--- src/hdl/ideq_pkg.sv ---
// ----------------------------------------------------------------------------
// ideq_pkg
// Shared types and constants for the integer deque with statistics.
// ----------------------------------------------------------------------------
package ideq_pkg;

    localparam int DEPTH = 64;
    localparam int AW    = $clog2(DEPTH);
    localparam int CW    = $clog2(DEPTH + 1);

    localparam logic [2:0] OP_PUSH_FRONT = 3'd0;
    localparam logic [2:0] OP_PUSH_BACK  = 3'd1;
    localparam logic [2:0] OP_POP_FRONT  = 3'd2;
    localparam logic [2:0] OP_POP_BACK   = 3'd3;
    localparam logic [2:0] OP_QUERY      = 3'd4;

    typedef struct packed {
        logic [2:0]         operation;
        logic signed [31:0] value;
    } t_in;

    typedef struct packed {
        logic               ok;
        logic [6:0]         count;
        logic signed [31:0] first_value;
        logic signed [31:0] last_value;
        logic signed [31:0] total;
        logic signed [31:0] largest;
        logic signed [31:0] smallest;
        logic signed [39:0] mean;
    } t_out;

    // Classified request passed from the front part to the back part.
    typedef struct packed {
        logic          ok;
        logic          wr;
        logic [AW-1:0] wr_addr;
        logic [31:0]   wr_data;
        logic [AW-1:0] head;
        logic [CW-1:0] count;
    } t_cmd;

endpackage

--- src/hdl/ideq_ram.sv ---
// ----------------------------------------------------------------------------
// ideq_ram
// Generic single-write, single-read RAM with registered read data.
// ----------------------------------------------------------------------------
module ideq_ram #(
    parameter int WIDTH = 32,
    parameter int DEPTH = 64
) (
    input  logic                     i_clk,
    input  logic                     i_we,
    input  logic [$clog2(DEPTH)-1:0] i_waddr,
    input  logic [WIDTH-1:0]         i_wdata,
    input  logic [$clog2(DEPTH)-1:0] i_raddr,
    output logic [WIDTH-1:0]         o_rdata
);

    logic [WIDTH-1:0] r_mem [DEPTH];
    logic [WIDTH-1:0] r_rdata;

    always_ff @(posedge i_clk) begin
        if (i_we) begin
            r_mem[i_waddr] <= i_wdata;
        end
        r_rdata <= r_mem[i_raddr];
    end

    assign o_rdata = r_rdata;

endmodule

--- src/hdl/ideq_front.sv ---
// ----------------------------------------------------------------------------
// ideq_front
// Accepts requests, tracks head and count, and issues classified commands.
// ----------------------------------------------------------------------------
module ideq_front (
    input  logic          i_clk,
    input  logic          i_rst_n,
    input  logic          i_push,
    output logic          o_full,
    input  ideq_pkg::t_in i_data,
    output logic          o_cmd_valid,
    output ideq_pkg::t_cmd o_cmd,
    input  logic          i_cmd_take
);
    import ideq_pkg::*;

    logic [AW-1:0] r_head, n_head;
    logic [CW-1:0] r_count, n_count;
    logic          r_valid;
    t_cmd          r_cmd, n_cmd;
    logic          not_full, not_empty;
    logic [AW-1:0] tail;

    assign not_full  = (r_count < CW'(DEPTH));
    assign not_empty = (r_count != '0);
    assign tail      = r_head + r_count[AW-1:0];
    assign o_full    = r_valid && !i_cmd_take;

    always_comb begin
        n_head        = r_head;
        n_count       = r_count;
        n_cmd.ok      = 1'b0;
        n_cmd.wr      = 1'b0;
        n_cmd.wr_addr = tail;
        n_cmd.wr_data = i_data.value;
        case (i_data.operation)
            OP_PUSH_FRONT: begin
                if (not_full) begin
                    n_head        = r_head - 1'b1;
                    n_count       = r_count + 1'b1;
                    n_cmd.ok      = 1'b1;
                    n_cmd.wr      = 1'b1;
                    n_cmd.wr_addr = r_head - 1'b1;
                end
            end
            OP_PUSH_BACK: begin
                if (not_full) begin
                    n_count  = r_count + 1'b1;
                    n_cmd.ok = 1'b1;
                    n_cmd.wr = 1'b1;
                end
            end
            OP_POP_FRONT: begin
                if (not_empty) begin
                    n_head   = r_head + 1'b1;
                    n_count  = r_count - 1'b1;
                    n_cmd.ok = 1'b1;
                end
            end
            OP_POP_BACK: begin
                if (not_empty) begin
                    n_count  = r_count - 1'b1;
                    n_cmd.ok = 1'b1;
                end
            end
            OP_QUERY: n_cmd.ok = 1'b1;
            default:  n_cmd.ok = 1'b0;
        endcase
        n_cmd.head  = n_head;
        n_cmd.count = n_count;
    end

    always_ff @(posedge i_clk) begin
        if (!i_rst_n) begin
            r_head  <= '0;
            r_count <= '0;
            r_valid <= 1'b0;
        end else begin
            r_valid <= (i_push && !o_full) || (r_valid && !i_cmd_take);
            if (i_push && !o_full) begin
                r_head  <= n_head;
                r_count <= n_count;
                r_cmd   <= n_cmd;
            end
        end
    end

    assign o_cmd_valid = r_valid;
    assign o_cmd       = r_cmd;

    a_count_bound: assert property (@(posedge i_clk) disable iff (!i_rst_n)
        r_count <= CW'(DEPTH)) else $error("count above depth");
    a_full_when_valid: assert property (@(posedge i_clk) disable iff (!i_rst_n)
        !r_valid |-> !o_full) else $error("full with empty slot");
    a_ok_count: assert property (@(posedge i_clk) disable iff (!i_rst_n)
        (i_push && !o_full && !n_cmd.ok) |=> $stable(r_count))
        else $error("rejected request changed count");

endmodule

--- src/hdl/ideq_back.sv ---
// ----------------------------------------------------------------------------
// ideq_back
// Writes the store, walks all entries for sum, min and max, divides for the
// mean, and holds the result for the consumer.
// ----------------------------------------------------------------------------
module ideq_back (
    input  logic           i_clk,
    input  logic           i_rst_n,
    input  logic           i_cmd_valid,
    input  ideq_pkg::t_cmd i_cmd,
    output logic           o_cmd_take,
    output logic           o_empty,
    input  logic           i_pop,
    output ideq_pkg::t_out o_data
);
    import ideq_pkg::*;

    typedef enum logic [4:0] {
        S_IDLE = 5'b00001,
        S_WALK = 5'b00010,
        S_DIV  = 5'b00100,
        S_DONE = 5'b01000,
        S_HOLD = 5'b10000
    } t_state;

    t_state        r_state;
    t_cmd          r_cmd;
    logic [CW-1:0] r_rd_cnt;
    logic [CW-1:0] r_got;
    logic          r_rd_pend;
    logic [31:0]   r_sum, r_first, r_last;
    logic signed [31:0] r_max, r_min;
    logic [39:0]   r_rem, r_quo;
    logic [5:0]    r_bit;
    logic          r_neg;
    logic          r_out_valid;
    t_out          r_out;

    logic [AW-1:0] raddr;
    logic [31:0]   rdata;
    logic signed [31:0] rs;
    logic [40:0]   trial;
    logic [39:0]   rem_sh;
    logic          out_load;

    assign raddr = r_cmd.head + r_rd_cnt[AW-1:0];

    ideq_ram #(.WIDTH(32), .DEPTH(DEPTH)) u_ram (
        .i_clk  (i_clk),
        .i_we   (o_cmd_take && i_cmd.wr),
        .i_waddr(i_cmd.wr_addr),
        .i_wdata(i_cmd.wr_data),
        .i_raddr(raddr),
        .o_rdata(rdata)
    );

    assign rs         = $signed(rdata);
    assign o_cmd_take = i_cmd_valid && (r_state == S_IDLE);
    assign rem_sh     = {r_rem[38:0], r_quo[39]};
    assign trial      = {1'b0, rem_sh} - {{(41-CW){1'b0}}, r_cmd.count};
    assign out_load   = (r_state == S_HOLD) && (!r_out_valid || i_pop);

    always_ff @(posedge i_clk) begin
        if (!i_rst_n) begin
            r_state     <= S_IDLE;
            r_out_valid <= 1'b0;
            r_rd_pend   <= 1'b0;
        end else begin
            if (out_load) begin
                r_out_valid <= 1'b1;
            end else if (i_pop && r_out_valid) begin
                r_out_valid <= 1'b0;
            end
            case (r_state)
                S_IDLE: begin
                    if (o_cmd_take) begin
                        r_cmd     <= i_cmd;
                        r_rd_cnt  <= '0;
                        r_got     <= '0;
                        r_rd_pend <= 1'b0;
                        r_sum     <= '0;
                        r_state   <= S_WALK;
                    end
                end
                S_WALK: begin
                    r_rd_pend <= (r_rd_cnt < r_cmd.count);
                    if (r_rd_cnt < r_cmd.count) begin
                        r_rd_cnt <= r_rd_cnt + 1'b1;
                    end
                    if (r_rd_pend) begin
                        r_sum <= r_sum + rdata;
                        if (r_got == '0) begin
                            r_first <= rdata;
                            r_max   <= rs;
                            r_min   <= rs;
                        end else begin
                            if (rs > r_max) r_max <= rs;
                            if (rs < r_min) r_min <= rs;
                        end
                        r_last <= rdata;
                        r_got  <= r_got + 1'b1;
                    end
                    if (!r_rd_pend && r_rd_cnt == r_cmd.count) begin
                        r_neg   <= r_sum[31];
                        r_rem   <= '0;
                        r_quo   <= {(r_sum[31] ? 32'(-r_sum) : r_sum), 8'd0};
                        r_bit   <= 6'd40;
                        r_state <= (r_cmd.count == '0) ? S_DONE : S_DIV;
                    end
                end
                S_DIV: begin
                    if (!trial[40]) begin
                        r_rem <= trial[39:0];
                        r_quo <= {r_quo[38:0], 1'b1};
                    end else begin
                        r_rem <= rem_sh;
                        r_quo <= {r_quo[38:0], 1'b0};
                    end
                    r_bit <= r_bit - 1'b1;
                    if (r_bit == 6'd1) r_state <= S_DONE;
                end
                S_DONE: begin
                    r_state <= S_HOLD;
                end
                S_HOLD: begin
                    if (out_load) begin
                        r_out.ok    <= r_cmd.ok;
                        r_out.count <= 7'(r_cmd.count);
                        if (r_cmd.count == '0) begin
                            r_out.first_value <= -32'sd1;
                            r_out.last_value  <= -32'sd1;
                            r_out.total       <= '0;
                            r_out.largest     <= -32'sd1;
                            r_out.smallest    <= -32'sd1;
                            r_out.mean        <= '0;
                        end else begin
                            r_out.first_value <= r_first;
                            r_out.last_value  <= r_last;
                            r_out.total       <= r_sum;
                            r_out.largest     <= r_max;
                            r_out.smallest    <= r_min;
                            r_out.mean        <= r_neg ? -r_quo : r_quo;
                        end
                        r_state <= S_IDLE;
                    end
                end
                default: r_state <= S_IDLE;
            endcase
        end
    end

    assign o_empty = !r_out_valid;
    assign o_data  = r_out;

    a_take_idle: assert property (@(posedge i_clk) disable iff (!i_rst_n)
        o_cmd_take |=> r_state == S_WALK) else $error("take outside idle");
    a_walk_bound: assert property (@(posedge i_clk) disable iff (!i_rst_n)
        r_state == S_WALK |-> r_rd_cnt <= r_cmd.count) else $error("walk overrun");
    a_div_bits: assert property (@(posedge i_clk) disable iff (!i_rst_n)
        r_state == S_DIV |-> r_bit != 6'd0) else $error("divider overrun");

endmodule

--- src/hdl/integer_deque_with_statistics_top.sv ---
// ----------------------------------------------------------------------------
// integer_deque_with_statistics_top
// Bounded deque of signed 32-bit integers reporting count, ends, sum, min,
// max and mean after every request.
// ----------------------------------------------------------------------------
// Each request in the back part makes one store read per held entry for sum, min
// and max, then, unless the deque is empty, a 40-step restoring division for
// the mean. The front part takes the next request while the back part works.
module integer_deque_with_statistics_top (
    input  logic           i_clk,
    input  logic           i_rst_n,
    input  logic           push,
    output logic           full,
    input  ideq_pkg::t_in  i_data,
    output logic           empty,
    input  logic           pop,
    output ideq_pkg::t_out o_data
);
    import ideq_pkg::*;

    logic cmd_valid, cmd_take;
    t_cmd cmd;

    ideq_front u_front (
        .i_clk(i_clk), .i_rst_n(i_rst_n), .i_push(push), .o_full(full),
        .i_data(i_data), .o_cmd_valid(cmd_valid), .o_cmd(cmd),
        .i_cmd_take(cmd_take)
    );

    ideq_back u_back (
        .i_clk(i_clk), .i_rst_n(i_rst_n), .i_cmd_valid(cmd_valid), .i_cmd(cmd),
        .o_cmd_take(cmd_take), .o_empty(empty), .i_pop(pop), .o_data(o_data)
    );

endmodule
--- config.mk ---
export PLATFORM = sky130hd
export DESIGN_NAME = integer_deque_with_statistics_top
export DESIGN_NICKNAME = d
export VERILOG_FILES = /design/src/hdl/ideq_pkg.sv /design/src/hdl/ideq_ram.sv /design/src/hdl/ideq_front.sv /design/src/hdl/ideq_back.sv /design/src/hdl/integer_deque_with_statistics_top.sv
export SDC_FILE = /design/constraint.sdc
export NUM_CORES = 2
export LEC_CHECK = 0
export ABC_AREA = 1
export BUFFER_PORTS_ARGS = -buffer_cell sky130_fd_sc_hd__buf_2
export CELL_PAD_IN_SITES_DETAIL_PLACEMENT = 0
export CELL_PAD_IN_SITES_GLOBAL_PLACEMENT = 1
export CORE_ASPECT_RATIO = 1.2
export CORE_MARGIN = 2
export CORE_UTILIZATION = 55
export CTS_CLUSTER_DIAMETER = 150
export DETAILED_ROUTE_END_ITERATION = 10
export GPL_ROUTABILITY_DRIVEN = 0
export PLACE_DENSITY_LB_ADDON = 0.12
export SYNTH_ARGS = -nofsm -noshare
export SYNTH_HDL_FRONTEND = slang
export SYNTH_SLANG_ARGS = --single-unit
--- constraint.sdc ---
create_clock -name i_clk -period 36.7 [get_ports i_clk]
set_clock_uncertainty 0.1 [all_clocks]
set_input_delay 7.34 -clock i_clk [delete_from_list [all_inputs] [get_ports i_clk]]
set_output_delay 7.34 -clock i_clk [all_outputs]
set_load 0.01 [all_outputs]
# Yosys cells after proc, flatten, opt, wreduce, memory -nomap -nowiden
# Memories as Yosys holds them, arrays and structs flattened. A register that Yosys moved wholly into a read port is not among the register bits.
# Cells that the tools add are included.
# Widths: inputs -> output; s select.
# classes
addsub,13
magnitude_cmp,4
eq_ne,17
muxes,46
reduce_logical,37
# ops
operator,n
$mux 32,7
$mux 40,2
$pmux 40 s2,1
$mux 39,2
$pmux 39 s2,1
$pmux 32 s2,1
$pmux 7 s2,3
$sub 40x7->41,1
$neg 40->40,1
$mux 7,5
$add 32x32->32,1
$gt 32x32->1,1
$lt 32x32->1,1
$neg 32->32,1
$pmux 5 s5,1
$mux 6,4
$pmux 6 s2,2
$reduce_and 4->1,6
$add 7x1->7 const B,3
$mux 5,4
$reduce_and 3->1,5
$logic_not 7->1,2
$add 6x6->6,2
$ne 2x1->1 const B,6
29 further kinds,54
# totals
register_bits,556
ram_bits,2048
inputBits,39
out_inout_bits,210
elab_cells,152
mem_count,1
# memory_table
name,depth,word_bits,read_ports,rd_clocked_by_memory_dff,write_ports,line,text
u_back.u_ram.r_mem,64,32,1,1,1,ideq_ram.sv:17,logic [WIDTH-1:0] r_mem [DEPTH];

# Logic depth before layout (Yosys ltp)
# logic_depth
word_depth,7
depth_mapped,16
mapped_depth_nobuf,15

# Cells and area by module
# From an unflattened synthesis, not the netlist that was laid out.
# unflattened
cells_unflattened,9501
hier_area_um2,110312.0
# by_module_without_submodules
module,instances,cells_per_inst,area_per_inst_um2,seq_area_each_um2
ideq_ram,1,6780,82729.3,62139.6
ideq_back,1,2392,24334.6,14614.0
ideq_front,1,329,3248.1,1871.8

# Worst setup path before layout
# OpenSTA, ideal clock, no wires.
# synth_path
kind,input port to flip-flop
from,in i_rst_n
to,"reg u_back.r_out, in the netlist u_back.o_data[0] (enable)"
setup_ns,0.780
t_arrival_ns,16.308
required_time_ns,35.820
slack_ns,19.513
stages,3
path_buffers,1
path_cell_list,clkbuf_1 > nand2_1 > nor2_1
# synth_via
elab_chain_cells,1
# synth_lines
item,line,text
from (decl),integer_deque_with_statistics_top.sv:11,"input logic i_rst_n,"
$reduce_and 3->1 (no line),n/a,
to (decl),ideq_back.sv:37,t_out r_out;
# No other way between the ends.
# A chain may end at the register's enable or synchronous reset.

# Worst setup path after layout
# layout_path
from,reg u_back.r_state[2]
to,out full
# layout_via
elab_chain_cells,4
# layout_lines
item,line,text
from (decl),ideq_back.sv:26,t_state r_state;
from (signal assigned),ideq_back.sv:108,r_state <= (r_cmd.count == '0) ? S_DONE : S_DIV;
$eq 5x1->1,ideq_back.sv:58,assign o_cmd_take = i_cmd_valid && (r_state == S_IDLE);
$logic_and 1x1->1,ideq_back.sv:58,
$logic_not 1->1,ideq_front.sv:27,assign o_full = r_valid && !i_cmd_take;
$logic_and 1x1->1,ideq_front.sv:27,
to (decl),integer_deque_with_statistics_top.sv:13,"output logic full,"
# No other way between the ends.

==> impl_metrics.sql <==
INSERT INTO impl_metrics (metric_group, metric, value, unit) VALUES
('outcome', 'run_status', 'complete, no violations', ''),
('grt', 'grt_max_degree', '214', ''),
('cts', 'cts_setup_buffers', '0', ''),
('cts', 'clkLatencyLatePin', '0.95', 'ns'),
('detailed_routing', 'via_per_inst', '5.82', ''),
('sta', 'slew_viol_final', '0', ''),
('detailed_routing', 'detailroute.via_count', '73200', ''),
('placement', 'placement.cell_area', '115000', 'um^2'),
('setup_path', 'arrival', '2.15', 'ns'),
('placement', 'place_inst', '12100', ''),
('logic_synthesis', 'synth_simple_gate_area_share', '12.6', '%'),
('sta', 'fin_crit_sh', '26.1', '%'),
('placement', 'dpl_hpwl', '169000', 'um'),
('floorplanning', 'horiz_die_dim', '413', 'um'),
('logic_synthesis', 'synth_async_sr_flop_share', '0', '%'),
('sta', 'setup_viol', '0', ''),
('logic_synthesis', 'yosys.area_share.xor_xnor', '0.387', '%'),
('power', 'power.leakage', '43.6', 'nW'),
('logic_synthesis', 'cell_area_synth', '110000', 'um^2'),
('cells_and_area', 'drive_gt1_share', '9.26', '%'),
('cts', 'cts_resized', '0', ''),
('logic_synthesis', 'synth_seq_cells', '2636', ''),
('detailed_routing', 'detailedRoute.firstIterationViolations', '8130', ''),
('sta', 'grt_setup_unrepaired', 'false', ''),
('cells_and_area', 'finish.utilization', '61.4', '%'),
('cells_and_area', 'layout.cell_area.non_filler', '123000', 'um^2'),
('cts', 'clockRootBuffer', 'sky130_fd_sc_hd__clkbuf_16', ''),
('logic_synthesis', 'synth_top_family_by_area', 'simple AND/OR/NAND/NOR gates', ''),
('setup_path', 'critical_path.startpoint_type', 'flop', ''),
('placement', 'port_buffers', '248', ''),
('cts', 'reg_clk_slew_reported_paths', '0.06', 'ns'),
('grt', 'grt_antenna_before_repair', '7', ''),
('setup_path', 'crit-reg2reg-capture', 'u_back.u_ram.o_rdata[19]$_DFF_P_', ''),
('sta', 'hold_viol', '0', ''),
('setup_path', 'critical-path-max-stage-delay', '0.33', 'ns'),
('grt', 'global_route.usage.total', '29.0', '%'),
('cells_and_area', 'layout_common_cells', 'sky130_fd_sc_hd__edfxtp_1 (2583), sky130_fd_sc_hd__nor2_1 (1682), sky130_fd_sc_hd__o21ai_0 (1357)', ''),
('logic_synthesis', 'synth_adder_area_share', '1.55', '%'),
('setup_path', 'timing.critical_path.mode_cell', 'sky130_fd_sc_hd__inv_1', ''),
('cts', 'cts_tree', 'yes', ''),
('power', 'design_power_total', '7.83', 'mW'),
('detailed_routing', 'routedWlPerCell', '23.8', 'um'),
('run', 'cap_violations', '0', ''),
('logic_synthesis', 'synthFlopType', 'sky130_fd_sc_hd__edfxtp_1', ''),
('sta', 'max_freq', '0.104', 'GHz'),
('setup_path', 'end_kind', 'primary output', ''),
('logic_synthesis', 'synth.mux.area_fraction', '0', '%'),
('logic_synthesis', 'post_synth_num_cell_types', '49', ''),
('sta', 'worstMarginPinSlew', '1.07', 'ns'),
('logic_synthesis', 'yosysWarningCount', '0', ''),
('floorplanning', 'initial_utilization', '55.2', '%'),
('power', 'worst_ir_drop_vdd', '0.0460', 'mV'),
('logic_synthesis', 'synth_fp_nets', '9714', ''),
('cts', 'clock-sinks', '2636', ''),
('cells_and_area', 'final_common_cell', 'sky130_fd_sc_hd__edfxtp_1', ''),
('sta', 'layout_min_cycle_time', '9.59', 'ns'),
('power', 'cellPowerDensity', '63.8', 'nW/um^2'),
('setup_path', 'worst-endpoint-required', '29.26', 'ns'),
('grt', 'grt_pass1_wl', '439000', 'um'),
('floorplanning', 'number_of_core_rows', '180', ''),
('cts', 'cts_hold_buf', '0', ''),
('floorplanning', 'io_pins', '249', ''),
('setup_path', 'worstPathCellList', 'inv_1 > nand2_1 > nor2_1 > and3_1 > inv_1 > nand2_1 > inv_1 > buf_2', ''),
('setup_path', 'worst_r2r_startpoint', 'u_back.r_rd_cnt[0]$_SDFFCE_PN0P_', ''),
('setup_path', 'r2r.worst_path.cells', '16', ''),
('setup_path', 'critical_path_class', 'reg -> out', ''),
('cells_and_area', 'area_overhead_of_the_layout_relative_to_synthesis', '11.3', '%'),
('setup_path', 'cp_max_fo', '3', ''),
('cts', 'clk_path_buf_depth', '4', ''),
('logic_synthesis', 'synth_enable_flop_cells', '2583', ''),
('cells_and_area', 'nets', '9915', '');
worst reg2reg max path: cells and delay by family, from the launching register on:
kind,cells,cell delay [ns]
compound gates,4,0.54
flops,1,0.52
simple gates,6,0.81
fa+ha+maj,1,0.77
buf+inv,5,3.76
cells by family after synthesis:
group	count (synthesis)
xor+xnor	47
buf+inv	1109
fa+ha+maj	134
flops	2636
compound gates	2131
simple gates	3484
metal layers:
metal | wire (um) | vias up | global-route usage (%)
met2 | 143000 | 2982 | 47.3
met1 | 120000 | 35800 | 39.4
met3 | 22800 | 522 | 3.79
li1 | - | 33800 | -
met4 | 13400 | 0 | 12.7
met5 | 0 | - | 0
Yosys cell counts, types with 4 or more instances:
cell / count / area share (%)
sky130_fd_sc_hd__a211oi_1: 4 / 0.027
sky130_fd_sc_hd__a21oi_1: 182 / 0.83
sky130_fd_sc_hd__a31oi_1: 7 / 0.040
sky130_fd_sc_hd__and3_1: 4 / 0.023
sky130_fd_sc_hd__buf_1: 38 / 0.13
sky130_fd_sc_hd__buf_2: 173 / 0.79
sky130_fd_sc_hd__buf_4: 20 / 0.14
sky130_fd_sc_hd__buf_6: 10 / 0.10
sky130_fd_sc_hd__clkbuf_1: 255 / 0.87
sky130_fd_sc_hd__dfxtp_1: 53 / 0.96
sky130_fd_sc_hd__edfxtp_1: 2583 / 70
sky130_fd_sc_hd__fa_1: 4 / 0.073
sky130_fd_sc_hd__ha_1: 130 / 1.5
sky130_fd_sc_hd__inv_1: 604 / 2.1
sky130_fd_sc_hd__nand2_1: 1235 / 4.2
sky130_fd_sc_hd__nand3_1: 317 / 1.4
sky130_fd_sc_hd__nand4_1: 30 / 0.17
sky130_fd_sc_hd__nor2_1: 1750 / 6.0
sky130_fd_sc_hd__nor3_1: 50 / 0.23
sky130_fd_sc_hd__nor3b_1: 4 / 0.027
sky130_fd_sc_hd__nor4_1: 13 / 0.074
sky130_fd_sc_hd__o211ai_1: 9 / 0.061
sky130_fd_sc_hd__o21a_1: 10 / 0.068
sky130_fd_sc_hd__o21ai_0: 1357 / 6.2
sky130_fd_sc_hd__o21ai_1: 345 / 1.6
sky130_fd_sc_hd__o21bai_1: 8 / 0.054
sky130_fd_sc_hd__o22ai_1: 193 / 1.1
sky130_fd_sc_hd__o31ai_1: 4 / 0.027
sky130_fd_sc_hd__or2_2: 75 / 0.43
sky130_fd_sc_hd__xnor2_1: 10 / 0.079
sky130_fd_sc_hd__xor2_1: 35 / 0.28
registers in the layout, indices dropped and copies added (netlist names):
register and cells:
u_back.r_got 7, u_front.r_count 7, u_back.r_out_valid 1, u_back.r_state 5, u_back.u_ram.o_rdata 32, u_back.r_first 32
u_back.r_last 32, u_front.r_head 6, u_back.r_neg 1, u_back.r_bit 6, u_back.r_min 32, u_back.u_ram.r_mem 2048
u_front.o_cmd 53, u_front.o_cmd_valid 1, u_back.r_cmd 14, u_back.r_rd_cnt 7, u_back.r_max 32, u_back.r_sum 32
u_back.r_rd_pend 1, u_back.r_rem 39, u_back.r_quo 40, u_back.o_data 208
power breakdown:
group / switching, mW / total, mW / internal (mW)
combinational: 1.27 / 1.71 / 0.446
clock: 1.11 / 2.60 / 1.49
sequential: 0.117 / 3.52 / 3.40
worst max-delay path by stage:
stage / slack, ns / cells past startpoint / end / startpoint
6_report: 27.11 / 8 / full / u_back.r_state[2]$_SDFFE_PN0P_
5_1_grt: 26.96 / 8 / full / u_back.r_state[2]$_SDFFE_PN0P_
4_1_cts: 27.05 / 8 / full / u_back.r_state[2]$_SDFFE_PN0P_
3_5_place_dp: 26.72 / 4 / u_front.o_cmd[42]$_DFFE_PP_ / i_rst_n
3_3_place_gp: 26.80 / 4 / u_front.o_cmd[42]$_DFFE_PP_ / i_rst_n
2_1_floorplan: 19.51 / 3 / u_back.o_data[0]$_SDFFCE_PN0P_ / i_rst_n
area by class of cell:
class	instances	area [um^2]	area share [%]
inverters	610	2320	1.89
clock inverters	103	781	0.636
multi-input cells	5796	27700	22.6
flip-flops and latches	2636	78600	64.1
diodes	7	17.5	0.0143
clock buffers	357	7410	6.04
well taps	2639	3300	2.69
repair buffers	419	2600	2.12
No activity file was read; power rests on OpenSTA's default activity.
